--- config.mk ---
export PLATFORM = sky130hd
export DESIGN_NAME = xor_double_stream_decoder_top
export DESIGN_NICKNAME = d
export VERILOG_FILES = /design/src/xdsd_pkg.sv /design/src/xor_double_stream_decoder_top.sv /design/src/xdsd_ctrl.sv /design/src/xdsd_dpath.sv
export SDC_FILE = /design/constraint.sdc
export NUM_CORES = 2
export LEC_CHECK = 0
export ABC_CLOCK_PERIOD_IN_PS = 9400
export BUFFER_PORTS_ARGS = -buffer_cell sky130_fd_sc_hd__buf_4
export CORE_MARGIN = 2
export CORE_UTILIZATION = 45
export DETAILED_ROUTE_END_ITERATION = 8
export PLACE_DENSITY_LB_ADDON = 0.3
export SLEW_MARGIN = 0
export SYNTH_ARGS = -nofsm -noshare
export SYNTH_HDL_FRONTEND = slang
export SYNTH_HIERARCHICAL = 1
export SYNTH_SLANG_ARGS = --single-unit
export TNS_END_PERCENT = 5
--- constraint.sdc ---
create_clock -name clock -period 9.4 [get_ports clock]
set_input_delay 1.41 -clock clock [delete_from_list [all_inputs] [get_ports clock]]
set_output_delay 1.41 -clock clock [all_outputs]
set_load 0.01 [all_outputs]
--- src/xdsd_pkg.sv ---
// ----------------------------------------------------------------------------
// xdsd_pkg
// Shared constants, types and helpers for the XOR double stream decoder.
// ----------------------------------------------------------------------------
package xdsd_pkg;

   localparam int TABLE_DEPTH  = 32;
   localparam int TABLE_ADDR_W = (TABLE_DEPTH > 1) ? $clog2(TABLE_DEPTH) : 1;

   localparam logic [63:0] END_MARKER_RESET = 64'h7FF8_0000_0000_0000;

   // parse phases
   localparam logic [3:0] PH_FLAG   = 4'd0;
   localparam logic [3:0] PH_LCOUNT = 4'd1;
   localparam logic [3:0] PH_LENTRY = 4'd2;
   localparam logic [3:0] PH_TCOUNT = 4'd3;
   localparam logic [3:0] PH_TENTRY = 4'd4;
   localparam logic [3:0] PH_FTZ    = 4'd5;
   localparam logic [3:0] PH_FBODY  = 4'd6;
   localparam logic [3:0] PH_CTRL   = 4'd7;
   localparam logic [3:0] PH_CTRL2  = 4'd8;
   localparam logic [3:0] PH_IDX    = 4'd9;
   localparam logic [3:0] PH_CENTER = 4'd10;

   // datapath operations
   localparam logic [3:0] OP_NONE        = 4'd0;
   localparam logic [3:0] OP_LCOUNT      = 4'd1;
   localparam logic [3:0] OP_TCOUNT      = 4'd2;
   localparam logic [3:0] OP_LENTRY      = 4'd3;
   localparam logic [3:0] OP_TENTRY      = 4'd4;
   localparam logic [3:0] OP_FTZ         = 4'd5;
   localparam logic [3:0] OP_EMIT_ZERO   = 4'd6;
   localparam logic [3:0] OP_EMIT_BODY   = 4'd7;
   localparam logic [3:0] OP_EMIT_PREV   = 4'd8;
   localparam logic [3:0] OP_EMIT_CENTER = 4'd9;
   localparam logic [3:0] OP_LOOKUP      = 4'd10;
   localparam logic [3:0] OP_HELD        = 4'd11;
   localparam logic [3:0] OP_FLUSH       = 4'd12;

   typedef struct packed {
      logic       shift;
      logic       shift_bit;
      logic       clear;
      logic       restart;
      logic [3:0] op;
   } cmd_type;

   typedef struct packed {
      logic       pend_valid;
      logic       out_free;
      logic [6:0] gather_low;
      logic       fill_more;
      logic       awaiting;
      logic [6:0] center_width;
      logic [3:0] index_width;
   } status_type;

   // ceil(log2(n)) capped at 5, for n of 1..32
   function automatic logic [2:0] index_width(input logic [5:0] n);
      logic [2:0] w;
      w = 3'd0;
      for (int i = 0; i < 5; i++) begin
         if ((6'd1 << w) < n) begin
            w = w + 3'd1;
         end
      end
      return w;
   endfunction

endpackage

--- src/xor_double_stream_decoder_top.sv ---
// ----------------------------------------------------------------------------
// xor_double_stream_decoder_top
// Decodes an XOR-coded stream of 64-bit double words, one byte per request.
// ----------------------------------------------------------------------------
//  channel  direction  handshake          payload
//  req      in         req_valid/stall    req_command, req_stream_byte
//  rsp      out        rsp_valid/stall    rsp_value_bits, rsp_end_of_stream,
//                                         rsp_last_of_run
//  csr      in         csr_wr_en          csr_wr_data (end marker)
//
// A data request is accepted in idle; the sequencer then walks the byte bit
// by bit, finishes each field that closes (a table lookup adds a lookup and
// a center step) and ends the byte in an end state; result stalls hold it and
// no new request is taken until it is idle again. A restart request is
// handled in the accept state.
// Reset is synchronous, active high; table contents are not cleared.
// The newest word of a byte waits in a pending slot so the last one can be
// flagged; the sequencer holds while the result register is stalled.
module xor_double_stream_decoder_top (
   input  logic        clock,
   input  logic        reset,
   input  logic        req_valid,
   output logic        req_stall,
   input  logic        req_command,
   input  logic [7:0]  req_stream_byte,
   output logic        rsp_valid,
   input  logic        rsp_stall,
   output logic [63:0] rsp_value_bits,
   output logic        rsp_end_of_stream,
   output logic        rsp_last_of_run,
   input  logic        csr_wr_en,
   input  logic [63:0] csr_wr_data
);
   import xdsd_pkg::*;

   cmd_type    cmd;
   status_type status;

   // sequencer: walk bits, step phases
   xdsd_ctrl u_ctrl (
      .clock           (clock),
      .reset           (reset),
      .req_valid       (req_valid),
      .req_stall       (req_stall),
      .req_command     (req_command),
      .req_stream_byte (req_stream_byte),
      .status          (status),
      .cmd             (cmd)
   );

   // datapath: gather, tables, word rebuild, result register
   xdsd_dpath u_dpath (
      .clock             (clock),
      .reset             (reset),
      .cmd               (cmd),
      .status            (status),
      .csr_wr_en         (csr_wr_en),
      .csr_wr_data       (csr_wr_data),
      .rsp_valid         (rsp_valid),
      .rsp_stall         (rsp_stall),
      .rsp_value_bits    (rsp_value_bits),
      .rsp_end_of_stream (rsp_end_of_stream),
      .rsp_last_of_run   (rsp_last_of_run)
   );

endmodule

--- src/xdsd_ctrl.sv ---
// ----------------------------------------------------------------------------
// xdsd_ctrl
// Bit sequencer: walks the request byte and steps the parse phases.
// ----------------------------------------------------------------------------
module xdsd_ctrl (
   input  logic                clock,
   input  logic                reset,
   input  logic                req_valid,
   output logic                req_stall,
   input  logic                req_command,
   input  logic [7:0]          req_stream_byte,
   input  xdsd_pkg::status_type status,
   output xdsd_pkg::cmd_type   cmd
);
   import xdsd_pkg::*;

   localparam logic [2:0] S_IDLE = 3'd0;
   localparam logic [2:0] S_BIT  = 3'd1;
   localparam logic [2:0] S_FIN  = 3'd2;
   localparam logic [2:0] S_LOOK = 3'd3;
   localparam logic [2:0] S_CENT = 3'd4;
   localparam logic [2:0] S_END  = 3'd5;

   logic [2:0] state_ff, state_in;
   logic [3:0] phase_ff, phase_in;
   logic [6:0] rem_ff, rem_in;
   logic [7:0] byte_ff, byte_in;
   logic [2:0] bitpos_ff, bitpos_in;
   logic       done_ff, done_in;
   logic       stepped;
   logic       can_emit;
   logic [6:0] rem_dec;

   always_ff @(posedge clock) begin
      if (reset) begin
         state_ff  <= S_IDLE;
         phase_ff  <= PH_FLAG;
         rem_ff    <= 7'd1;
         bitpos_ff <= 3'd7;
         done_ff   <= 1'b0;
      end else begin
         state_ff  <= state_in;
         phase_ff  <= phase_in;
         rem_ff    <= rem_in;
         bitpos_ff <= bitpos_in;
         done_ff   <= done_in;
      end
      byte_ff <= byte_in;
   end

   assign req_stall = (state_ff != S_IDLE);
   assign can_emit  = !status.pend_valid || status.out_free;
   assign rem_dec   = rem_ff - 7'd1;

   always_comb begin
      state_in  = state_ff;
      phase_in  = phase_ff;
      rem_in    = rem_ff;
      byte_in   = byte_ff;
      bitpos_in = bitpos_ff;
      done_in   = done_ff;
      cmd       = '0;
      stepped   = 1'b0;

      case (state_ff)
         S_IDLE: begin
            if (req_valid) begin
               if (req_command) begin
                  cmd.restart = 1'b1;
                  cmd.clear   = 1'b1;
                  phase_in    = PH_FLAG;
                  rem_in      = 7'd1;
               end else begin
                  byte_in   = req_stream_byte;
                  bitpos_in = 3'd7;
                  done_in   = 1'b0;
                  state_in  = S_BIT;
               end
            end
         end
         S_BIT: begin
            cmd.shift     = 1'b1;
            cmd.shift_bit = byte_ff[bitpos_ff];
            rem_in        = rem_dec;
            done_in       = (bitpos_ff == 3'd0);
            bitpos_in     = bitpos_ff - 3'd1;
            if (rem_dec == 7'd0) begin
               state_in = S_FIN;
            end else if (bitpos_ff == 3'd0) begin
               state_in = S_END;
            end
         end
         S_FIN: begin
            stepped = 1'b1;
            cmd.clear = 1'b1;
            case (phase_ff)
               PH_FLAG: begin
                  phase_in = status.gather_low[0] ? PH_LCOUNT : PH_FTZ;
                  rem_in   = status.gather_low[0] ? 7'd5 : 7'd7;
               end
               PH_LCOUNT: begin
                  cmd.op = OP_LCOUNT; phase_in = PH_LENTRY; rem_in = 7'd6;
               end
               PH_TCOUNT: begin
                  cmd.op = OP_TCOUNT; phase_in = PH_TENTRY; rem_in = 7'd6;
               end
               PH_LENTRY: begin
                  cmd.op   = OP_LENTRY;
                  phase_in = status.fill_more ? PH_LENTRY : PH_TCOUNT;
                  rem_in   = status.fill_more ? 7'd6 : 7'd5;
               end
               PH_TENTRY: begin
                  cmd.op   = OP_TENTRY;
                  phase_in = status.fill_more ? PH_TENTRY : PH_FTZ;
                  rem_in   = status.fill_more ? 7'd6 : 7'd7;
               end
               PH_FTZ: begin
                  if (!status.gather_low[6]) begin
                     cmd.op   = OP_FTZ;
                     phase_in = PH_FBODY;
                     rem_in   = 7'(6'd63 - status.gather_low[5:0]);
                  end else if (can_emit) begin
                     cmd.op   = OP_EMIT_ZERO;
                     phase_in = PH_CTRL;
                     rem_in   = 7'd1;
                  end else begin
                     stepped = 1'b0; cmd.clear = 1'b0;
                  end
               end
               PH_FBODY: begin
                  if (can_emit) begin
                     cmd.op = OP_EMIT_BODY; phase_in = PH_CTRL; rem_in = 7'd1;
                  end else begin
                     stepped = 1'b0; cmd.clear = 1'b0;
                  end
               end
               PH_CTRL: begin
                  phase_in = status.gather_low[0] ? PH_CENTER : PH_CTRL2;
                  rem_in   = status.gather_low[0] ? status.center_width : 7'd1;
               end
               PH_CTRL2: begin
                  if (!status.gather_low[0]) begin
                     phase_in = PH_IDX;
                     rem_in   = {3'd0, status.index_width};
                  end else if (can_emit) begin
                     cmd.op = OP_EMIT_PREV; phase_in = PH_CTRL; rem_in = 7'd1;
                  end else begin
                     stepped = 1'b0; cmd.clear = 1'b0;
                  end
               end
               PH_IDX: begin
                  // table read is registered; hold the gather for the lookup
                  cmd.op    = OP_LOOKUP;
                  cmd.clear = 1'b0;
                  stepped   = 1'b0;
                  state_in  = S_LOOK;
               end
               PH_CENTER: begin
                  if (can_emit) begin
                     cmd.op = OP_EMIT_CENTER; phase_in = PH_CTRL; rem_in = 7'd1;
                  end else begin
                     stepped = 1'b0; cmd.clear = 1'b0;
                  end
               end
               default: begin
                  phase_in = status.awaiting ? PH_FLAG : PH_CTRL;
                  rem_in   = 7'd1;
               end
            endcase
         end
         S_LOOK: begin
            cmd.op   = OP_HELD;
            state_in = S_CENT;
         end
         S_CENT: begin
            stepped   = 1'b1;
            cmd.clear = 1'b1;
            phase_in  = PH_CENTER;
            rem_in    = status.center_width;
         end
         S_END: begin
            if (!status.pend_valid) begin
               state_in = S_IDLE;
            end else if (status.out_free) begin
               cmd.op   = OP_FLUSH;
               state_in = S_IDLE;
            end
         end
         default: begin
            state_in = S_IDLE;
         end
      endcase

      // after a finish, keep finishing zero-width reads, else take next bit or end the byte
      if (stepped) begin
         if (rem_in == 7'd0) begin
            state_in = S_FIN;
         end else if (done_ff) begin
            state_in = S_END;
         end else begin
            state_in = S_BIT;
         end
      end
   end

endmodule

--- src/xdsd_dpath.sv ---
// ----------------------------------------------------------------------------
// xdsd_dpath
// Bit gather, zero-count tables, word rebuild and result register.
// ----------------------------------------------------------------------------
module xdsd_dpath (
   input  logic                 clock,
   input  logic                 reset,
   input  xdsd_pkg::cmd_type    cmd,
   output xdsd_pkg::status_type status,
   input  logic                 csr_wr_en,
   input  logic [63:0]          csr_wr_data,
   output logic                 rsp_valid,
   input  logic                 rsp_stall,
   output logic [63:0]          rsp_value_bits,
   output logic                 rsp_end_of_stream,
   output logic                 rsp_last_of_run
);
   import xdsd_pkg::*;

   logic [5:0]  lead_mem [TABLE_DEPTH];
   logic [5:0]  trail_mem [TABLE_DEPTH];

   logic [63:0] end_marker_ff;
   logic [63:0] gather_ff;
   logic [63:0] prev_ff, prev_in;
   logic [5:0]  held_lead_ff, held_trail_ff;
   logic [2:0]  lead_bits_ff, trail_bits_ff;
   logic        awaiting_ff;
   logic [5:0]  fill_ff;
   logic [5:0]  target_ff;
   logic [5:0]  first_shift_ff;
   logic [5:0]  lead_rd_ff, trail_rd_ff;
   logic        lead_oob_ff, trail_oob_ff;
   logic [63:0] pend_word_ff;
   logic        pend_valid_ff;
   logic [63:0] out_word_ff;
   logic        out_eos_ff, out_last_ff, out_valid_ff;

   logic        out_free;
   logic        emit;
   logic        push;
   logic [5:0]  count_target;
   logic [5:0]  fill_next;
   logic [4:0]  lead_idx, trail_idx;
   logic [6:0]  held_sum;

   assign out_free  = !out_valid_ff || !rsp_stall;
   assign emit      = (cmd.op == OP_EMIT_ZERO) || (cmd.op == OP_EMIT_BODY) ||
                      (cmd.op == OP_EMIT_PREV) || (cmd.op == OP_EMIT_CENTER);
   assign push      = pend_valid_ff && (emit || (cmd.op == OP_FLUSH));
   assign count_target = (gather_ff[4:0] == 5'd0) ? 6'd32 : {1'b0, gather_ff[4:0]};
   assign fill_next = fill_ff + 6'd1;
   assign lead_idx  = 5'(gather_ff[9:0] >> trail_bits_ff);
   assign trail_idx = gather_ff[4:0] & ~(5'h1f << trail_bits_ff);
   assign held_sum  = {1'b0, held_lead_ff} + {1'b0, held_trail_ff};

   always_comb begin
      case (cmd.op)
         OP_EMIT_ZERO:   prev_in = 64'd0;
         OP_EMIT_BODY:   prev_in = {gather_ff[62:0], 1'b1} << first_shift_ff;
         OP_EMIT_CENTER: prev_in = prev_ff ^ (gather_ff << held_trail_ff);
         default:        prev_in = prev_ff;
      endcase
   end

   always_comb begin
      status.pend_valid   = pend_valid_ff;
      status.out_free     = out_free;
      status.gather_low   = gather_ff[6:0];
      status.fill_more    = fill_next < target_ff;
      status.awaiting     = awaiting_ff;
      status.center_width = held_sum[6] ? 7'd0 : 7'(7'd64 - held_sum);
      status.index_width  = {1'b0, lead_bits_ff} + {1'b0, trail_bits_ff};
   end

   // tables: one write and one registered read each
   always_ff @(posedge clock) begin
      if (cmd.op == OP_LENTRY && fill_ff < 6'(TABLE_DEPTH)) begin
         lead_mem[fill_ff[TABLE_ADDR_W-1:0]] <= gather_ff[5:0];
      end
      if (cmd.op == OP_TENTRY && fill_ff < 6'(TABLE_DEPTH)) begin
         trail_mem[fill_ff[TABLE_ADDR_W-1:0]] <= gather_ff[5:0];
      end
      if (cmd.op == OP_LOOKUP) begin
         lead_rd_ff   <= lead_mem[lead_idx[TABLE_ADDR_W-1:0]];
         trail_rd_ff  <= trail_mem[trail_idx[TABLE_ADDR_W-1:0]];
         lead_oob_ff  <= {1'b0, lead_idx} >= 6'(TABLE_DEPTH);
         trail_oob_ff <= {1'b0, trail_idx} >= 6'(TABLE_DEPTH);
      end
   end

   always_ff @(posedge clock) begin
      if (reset) begin
         end_marker_ff  <= END_MARKER_RESET;
         gather_ff      <= '0;
         prev_ff        <= '0;
         held_lead_ff   <= '0;
         held_trail_ff  <= '0;
         lead_bits_ff   <= '0;
         trail_bits_ff  <= '0;
         awaiting_ff    <= 1'b1;
         fill_ff        <= '0;
         target_ff      <= '0;
         first_shift_ff <= '0;
         pend_valid_ff  <= 1'b0;
         out_valid_ff   <= 1'b0;
      end else begin
         if (csr_wr_en) begin
            end_marker_ff <= csr_wr_data;
         end
         if (cmd.clear) begin
            gather_ff <= '0;
         end else if (cmd.shift) begin
            gather_ff <= {gather_ff[62:0], cmd.shift_bit};
         end
         if (cmd.restart) begin
            awaiting_ff <= 1'b1;
         end
         case (cmd.op)
            OP_LCOUNT: begin
               target_ff    <= count_target;
               fill_ff      <= '0;
               lead_bits_ff <= index_width(count_target);
            end
            OP_TCOUNT: begin
               target_ff     <= count_target;
               fill_ff       <= '0;
               trail_bits_ff <= index_width(count_target);
            end
            OP_LENTRY, OP_TENTRY: begin
               fill_ff <= fill_next;
            end
            OP_FTZ: begin
               awaiting_ff    <= 1'b0;
               first_shift_ff <= gather_ff[5:0];
            end
            OP_EMIT_ZERO: begin
               awaiting_ff <= 1'b0;
            end
            OP_HELD: begin
               held_lead_ff  <= lead_oob_ff ? 6'd0 : lead_rd_ff;
               held_trail_ff <= trail_oob_ff ? 6'd0 : trail_rd_ff;
            end
            default: begin
            end
         endcase
         prev_ff <= prev_in;
         // newest word waits in the pending slot until the next one or the byte end
         if (emit) begin
            pend_word_ff  <= prev_in;
            pend_valid_ff <= 1'b1;
         end else if (cmd.op == OP_FLUSH) begin
            pend_valid_ff <= 1'b0;
         end
         if (push) begin
            out_word_ff  <= pend_word_ff;
            out_eos_ff   <= (pend_word_ff == end_marker_ff);
            out_last_ff  <= (cmd.op == OP_FLUSH);
            out_valid_ff <= 1'b1;
         end else if (!rsp_stall) begin
            out_valid_ff <= 1'b0;
         end
      end
   end

   assign rsp_valid         = out_valid_ff;
   assign rsp_value_bits    = out_word_ff;
   assign rsp_end_of_stream = out_eos_ff;
   assign rsp_last_of_run   = out_last_ff;

endmodule

Word-level counts from Yosys, hierarchy flattened

Memories as Yosys holds them, arrays and structs flattened. A register that Yosys moved wholly into a read port is not among the register bits.
Index checks and enable logic that the tools add are counted.

Register bits: 387
Memory bits (writable): 384
Input bits: 78
Output and inout port bits: 68
Logic and storage cells: 245
Memories: 2

Memories:

| name              | words | width | rd ports | clocked after memory_dff | write ports | RTL line         | source |
|---|---|---|---|---|---|---|---|
| u_dpath.lead_mem  | 32    | 6     | 1        | 1                        | 1           | xdsd_dpath.sv:20 | `logic [5:0] lead_mem [TABLE_DEPTH];` |
| u_dpath.trail_mem | 32    | 6     | 1        | 1                        | 1           | xdsd_dpath.sv:21 | `logic [5:0] trail_mem [TABLE_DEPTH];` |

$add $sub $neg: 15
Order comparisons: 12
Equality and inequality tests: 39
Shift operators: 12
Mux-type cells: 101
Bitwise operators: 5
Reductions and logical operators: 36

Operators with widths:

| cell                | count |
|---|---|
| $pmux 64 s3         | 1 |
| $shl 64x6->64       | 2 |
| $mux 3              | 40 |
| $eq 64x64->1        | 1 |
| $xor 64x64->64      | 1 |
| $pmux 7 s9          | 1 |
| $lt 6x6->1          | 9 |
| $mux 7              | 7 |
| $shl 1x3->6 const A | 8 |
| $mux 4              | 11 |
| $pmux 4 s10         | 1 |
| $pmux 4 s9          | 1 |
| $eq 4x3->1 const B  | 8 |
| $eq 4x4->1 const B  | 8 |
| $pmux 7 s4          | 1 |
| $add 3x1->3 const B | 8 |
| $pmux 4 s3          | 2 |
| $mux 1              | 21 |
| $pmux 3 s6          | 1 |
| $eq 4x2->1 const B  | 4 |
| $logic_not 7->1     | 2 |
| $mux 2              | 6 |
| $pmux 6 s2          | 1 |
| $reduce_or 2->1     | 6 |
| 42 further kinds    | 69 |

Longest topological paths before layout

Depth in word-level cells: 28
Depth in mapped cells: 31
Gate-level depth less buffers: 28

Modules after synthesis

Netlist, hierarchy kept.

By module, submodules not included:

| module     | times used | cells each | area each (um^2) | sequential area each (um^2) |
|---|---|---|---|---|
| xdsd_dpath | 1          | 3338       | 40780.4          | 20419.6 |
| xdsd_ctrl  | 1          | 314        | 2344.7           | 600.6 |

Worst setup path after synthesis

Ideal clock, no wire load.

Path type: register to register
Start point: reg u_dpath.gather_ff[0]
End point: reg u_dpath.lead_bits_ff[0]
Setup time: 122 ps
Data arrival time: 7602 ps
Data required time: 9278 ps
Slack: 1676 ps
Cell stages (with the launch flop): 31
Buffers on the path: 4
Clock period less this slack: 7724 ps
Cells stage by stage: dfxtp_1 clkbuf_1 clkbuf_1 buf_2 xor2_1 nand2_1 ha_1 clkbuf_1 o21ba_2 o221a_2 o31a_1 mux2i_1 inv_1 ha_1 ha_1 ha_1 nand2_1 a2111oi_0 nor2_1 xnor2_1 inv_1 ha_1 and2_1 ha_1 a21o_1 a21o_1 a21o_1 a211oi_1 o41ai_1 and4_1 a311o_1

Word-level cells in the longest chain between the ends: 24
Elaborated cells between the ends (all ways): 32
Classes of those cells: add/sub: 4; order compare: 5; eq/ne: 1; shift: 4; mux: 17; reduce/logical: 1

RTL lines:

| item                   | RTL line          | source |
|---|---|---|
| from (decl)            | xdsd_dpath.sv:24  | `logic [63:0] gather_ff;` |
| from (signal assigned) | xdsd_dpath.sv:114 | `gather_ff <= {gather_ff[62:0], cmd.shift_bit};` |
| $logic_not 5->1        | xdsd_dpath.sv:51  | `assign count_target = (gather_ff[4:0] == 5'd0) ? 6'd32 : {1'b0, gather_ff[4:0]};` |
| $mux 6                 | xdsd_dpath.sv:51  |  |
| $lt 1x6->1             | xdsd_pkg.sv:63    | `if ((6'd1 << w) < n) begin` |
| $mux 1                 | xdsd_pkg.sv:63    |  |
| $mux 3                 | xdsd_dpath.sv:119 | `case (cmd.op)` |
| $mux 3                 | xdsd_dpath.sv:93  | `if (reset) begin` |
| $shl 1x3->6            | xdsd_pkg.sv:63    |  |
| $lt 6x6->1             | xdsd_pkg.sv:63    |  |
| (+8 left out)          | n/a               |  |
| $shl 1x3->6            | xdsd_pkg.sv:63    |  |
| $lt 6x6->1             | xdsd_pkg.sv:63    |  |
| $mux 3                 | xdsd_pkg.sv:63    |  |
| $mux 3                 | xdsd_dpath.sv:119 |  |
| $mux 3                 | xdsd_dpath.sv:93  |  |
| $shl 1x3->6            | xdsd_pkg.sv:63    |  |
| $lt 6x6->1             | xdsd_pkg.sv:63    |  |
| $mux 3                 | xdsd_pkg.sv:63    |  |
| to (signal assigned)   | xdsd_dpath.sv:123 | `lead_bits_ff <= index_width(count_target);` |
| to (decl)              | xdsd_dpath.sv:27  | `logic [2:0] lead_bits_ff, trail_bits_ff;` |

Parallel ways exist; a longest one is shown, timed or not. The select of a mux whose other input is x is not followed.
A chain may end at the register's enable or synchronous reset.

Worst setup path after layout

Start point: reg u_dpath.gather_ff[4]
End point: reg u_dpath.lead_bits_ff[0]

Word-level cells in the longest chain between the ends: 24
Elaborated cells between the ends (all ways): 28
Classes of those cells: add/sub: 4; order compare: 5; shift: 4; mux: 14; reduce/logical: 1

RTL lines:

| item            | RTL line |
|---|---|
| $logic_not 5->1 | xdsd_dpath.sv:51 |
| $mux 6 (*)      | xdsd_dpath.sv:51 |
| $lt 1x6->1      | xdsd_pkg.sv:63 |
| $mux 1          | xdsd_pkg.sv:63 |
| $mux 3          | xdsd_dpath.sv:119 |
| $mux 3          | xdsd_dpath.sv:93 |
| $shl 1x3->6     | xdsd_pkg.sv:63 |
| $lt 6x6->1      | xdsd_pkg.sv:63 |
| (+8 left out)   | n/a |
| $shl 1x3->6     | xdsd_pkg.sv:63 |
| $lt 6x6->1      | xdsd_pkg.sv:63 |
| $mux 3          | xdsd_pkg.sv:63 |
| $mux 3          | xdsd_dpath.sv:119 |
| $mux 3          | xdsd_dpath.sv:93 |
| $shl 1x3->6     | xdsd_pkg.sv:63 |
| $lt 6x6->1      | xdsd_pkg.sv:63 |
| $mux 3 (*)      | xdsd_pkg.sv:63 |

Every way passes the cells marked *; elsewhere a longest branch is shown, timed or not. The select of a mux whose other input is x is not followed.

==> results.toml <==
[synthesis]
syn_nets = 3777
ys_top_cells_by_area = "edfxtp_1 (37%), mux4_2 (13%), dfxtp_1 (12%)"
synth_edf_count = 534
synth_cell_types = 99
ys_async_sr_fraction = 0
synth.avg_cell_area_um2 = 11.8
synth_flop_cell = "edfxtp_1"
yosysTopAreaCell = "edfxtp_1"
yosys_warnings = 6
ys_seq_area_frac = 0.487
synth_top_area_frac = 0.372
synth_area_um2 = 43100
synthCells = 3652
synth_seq_cells = 783

[timing]
post-route-period-util = 0.784
period_needed_ns = 7.37
worstMarginPinSlew_ns = 1.14
setup_viol = 0
drv_slew = 0
setup_tns_ns = 0
clock_skew_ns = 0.0454
grt_setup_unrepaired = "no"
maxClockFrequency_ghz = 0.136
relSlewSlack = 0.235
hold_viol = 0

[grt]
grt_max_degree = 74
grt_pass1_wl_um = 194000
grt_usage = 0.261
grt_pass1_vias = 29600
antenna_found_initial = 0
overflow = 0

[cts]
cts_tree = "done"
htreeDepth = 3
cts_setup_buffers = 0
cts_made_buffers = 84
postCtsHoldBufs = 0
cts_resized = 0
clkLatencyLatePin_ns = 0.69
cts_sinks = 783
clockBufferDepth = 3
clk_pin_slew_ns = 0.06
clock-root-buffer = "clkbuf_16"

[drt]
met2_length_um = 61300
ant_nets = 0
viasPerCell = 6.23
highest_layer = "met4"
wirelength_um = 130000
met3WireLength_um = 9130
drtIter0Drc = 3597
wl_per_cell_um = 26.2
drcViolationCount = 0
wl_met1_um = 52700
dr.pass1.iters = 7
vias = 30900

[finish]
nFillCells = 8384
fin_cells = 4957
area_growth_pct = 10.6
final_layout_size_suffix_gt1_frac = 0.202
finish.net_count = 3748
diodes = 0

[worst_setup_path]
cp.required_ns = 9.96
critPathCaptureType = "flop"
crit_path_start_kind = "flop"
cp.arrival_ns = 7.93
path_class = "flop to flop"
worst-path-max-fanout = 33

[placed_design]
placed_cells = 4802
gp_congestion = 1.07
portBuffers = 145
hpwl_um = 91000

[die]
fp.dieH_um = 314
dieArea_um2 = 98300
die-width_um = 314
core_um2 = 95000
rows = 113
io_pins = 146
start_util = 0.454

[power]
p_per_area_nw_per_um2 = 169
p_leak_nw = 16.9
peakVddDrop_v = 0.000192

[min_path]
hold_class = "flop to flop"

[status]
outcome = "finished, final reports clean"

[run]
drv_cap = 0
-- area by class of cell --
class                      count  area [um^2]  area share
multi-input combinational   2478        20500       0.429
tap                         1265         1580      0.0332
timing repair buffer         206         1550      0.0324
clock inverter                44          454     0.00953
sequential                   783        21100       0.442
clock buffer                 111         2300      0.0482
inverter                      70          264     0.00554
-- per-stage QoR --
| stage | worst slack, ns | instance area (um^2) | hold WS, ns | total power (W) | util |
|---|---|---|---|---|---|
| finish | 2.03 | 47700 | 0.456 | 0.00808 | 0.502 |
| global route | 1.22 | 47700 | 0.475 | 0.00838 | 0.502 |
| CTS | 1.94 | 47700 | 0.454 | 0.00813 | 0.502 |
| detailed placement | 1.92 | 44900 | 0.446 | 0.00485 | 0.473 |
| global placement | 2.09 | 44900 | 0.441 | 0.00484 | 0.473 |
| floorplan | 1.68 | 43100 | 0.432 | 0.00461 | - |
-- critical path, cell delays in order (launching register included) --
cell	delay, ns
dfxtp_4	0.46
nor3_1	0.45
nand3_1	0.18
ha_1	0.41
o21ba_2	0.24
o221a_2	0.26
o31a_1	0.24
mux2i_1	0.32
inv_1	0.12
ha_1	0.23
ha_1	0.20
ha_1	0.29
nand2_1	0.05
a2111oi_0	0.65
nor2_1	0.19
xnor2_1	0.56
inv_1	0.14
ha_1	0.22
and2_1	0.13
ha_1	0.29
a21o_1	0.16
a21o_1	0.16
a21o_1	0.18
a211oi_1	0.31
o41ai_1	0.23
and4_1	0.25
a311o_1	0.31
-- sequential cells by signal, indices dropped and copies added (netlist names), 3 cells and up --
register                count
u_dpath/pend_word_ff       64
u_dpath/lead_mem          192
u_dpath/end_marker_ff      64
u_dpath/rsp_value_bits     64
u_dpath/prev_ff            64
u_dpath/fill_ff             6
u_ctrl/state_ff             3
u_dpath/held_trail_ff       6
u_dpath/held_lead_ff        6
u_dpath/trail_mem         192
u_ctrl/rem_ff               7
u_dpath/first_shift_ff      6
u_ctrl/bitpos_ff            3
u_dpath/gather_ff          64
u_ctrl/phase_ff             4
u_dpath/lead_rd_ff          6
u_dpath/lead_bits_ff        3
u_dpath/trail_bits_ff       3
u_ctrl/byte_ff              8
u_dpath/trail_rd_ff         6
u_dpath/target_ff           6
-- cell families (layout without fill, tap and decap cells) --
family          after synthesis  in the layout  share of synthesized area
compound gates              664            664                      0.104
xor+xnor                     96             96                     0.0195
fa+ha+maj                    48             48                     0.0142
buf+inv                     391            431                     0.0400
flops                       783            783                      0.487
mux                         642            642                      0.226
simple gates               1028           1028                      0.109
-- cell usage after synthesis (all sizes together), types with 17 or more instances --
cell      n
edfxtp  534
nor2    385
mux2i   304
nand2   297
mux4    256
dfxtp   249
clkbuf  192
a21oi   172
buf     129
o21ai   114
mux2     82
xor2     74
inv      66
nand3    66
nor3     55
and2     46
ha       45
a22oi    40
a211oi   32
o211ai   32
nor4     28
a31oi    26
nor2b    26
o21a     26
nand2b   25
o22ai    23
xnor2    22
a21o     20
a221oi   20
o22a     18
or2      18
o221ai   17
-- path summary, 6_finish.rpt --
path | start | end | slack, ns | cells after the start
max reg2reg | u_dpath/gather_ff[4] | u_dpath/lead_bits_ff[0] | 2.03 | 26
max | u_dpath/gather_ff[4] | u_dpath/lead_bits_ff[0] | 2.03 | 26
min reg2reg | u_dpath/target_ff[2] | u_dpath/target_ff[2] | 0.46 | 2
min | u_dpath/target_ff[2] | u_dpath/target_ff[2] | 0.46 | 2
-- routing by layer --
layer | vias up | GRT usage
li1 | 13800 | -
met1 | 15400 | 0.346
met2 | 1382 | 0.422
met3 | 325 | 0.0419
met4 | 0 | 0.118
met5 | - | 0
-- power breakdown --
group / total (W) / internal (W) / switching [W]
clock network: 0.00329 / 0.00190 / 0.00139
registers: 0.00380 / 0.00372 / 0.0000833
logic: 0.000986 / 0.000391 / 0.000595
total: 0.00808 / 0.00601 / 0.00207
-- layout by cell type (no fill, tap or decap), types with 43 or more instances in the layout --
| cell | count |
|---|---|
| o21ai_0 | 105 |
| xor2_1 | 74 |
| nor3_1 | 52 |
| nand3_1 | 66 |
| edfxtp_1 | 534 |
| nor2_1 | 382 |
| mux4_2 | 256 |
| mux2i_1 | 303 |
| and2_1 | 43 |
| inv_1 | 60 |
| ha_1 | 45 |
| nand2_1 | 296 |
| buf_4 | 206 |
| a21oi_1 | 171 |
| mux2_2 | 82 |
| clkbuf_16 | 86 |
| dfxtp_1 | 234 |
(Power assumes the default switching activity.)
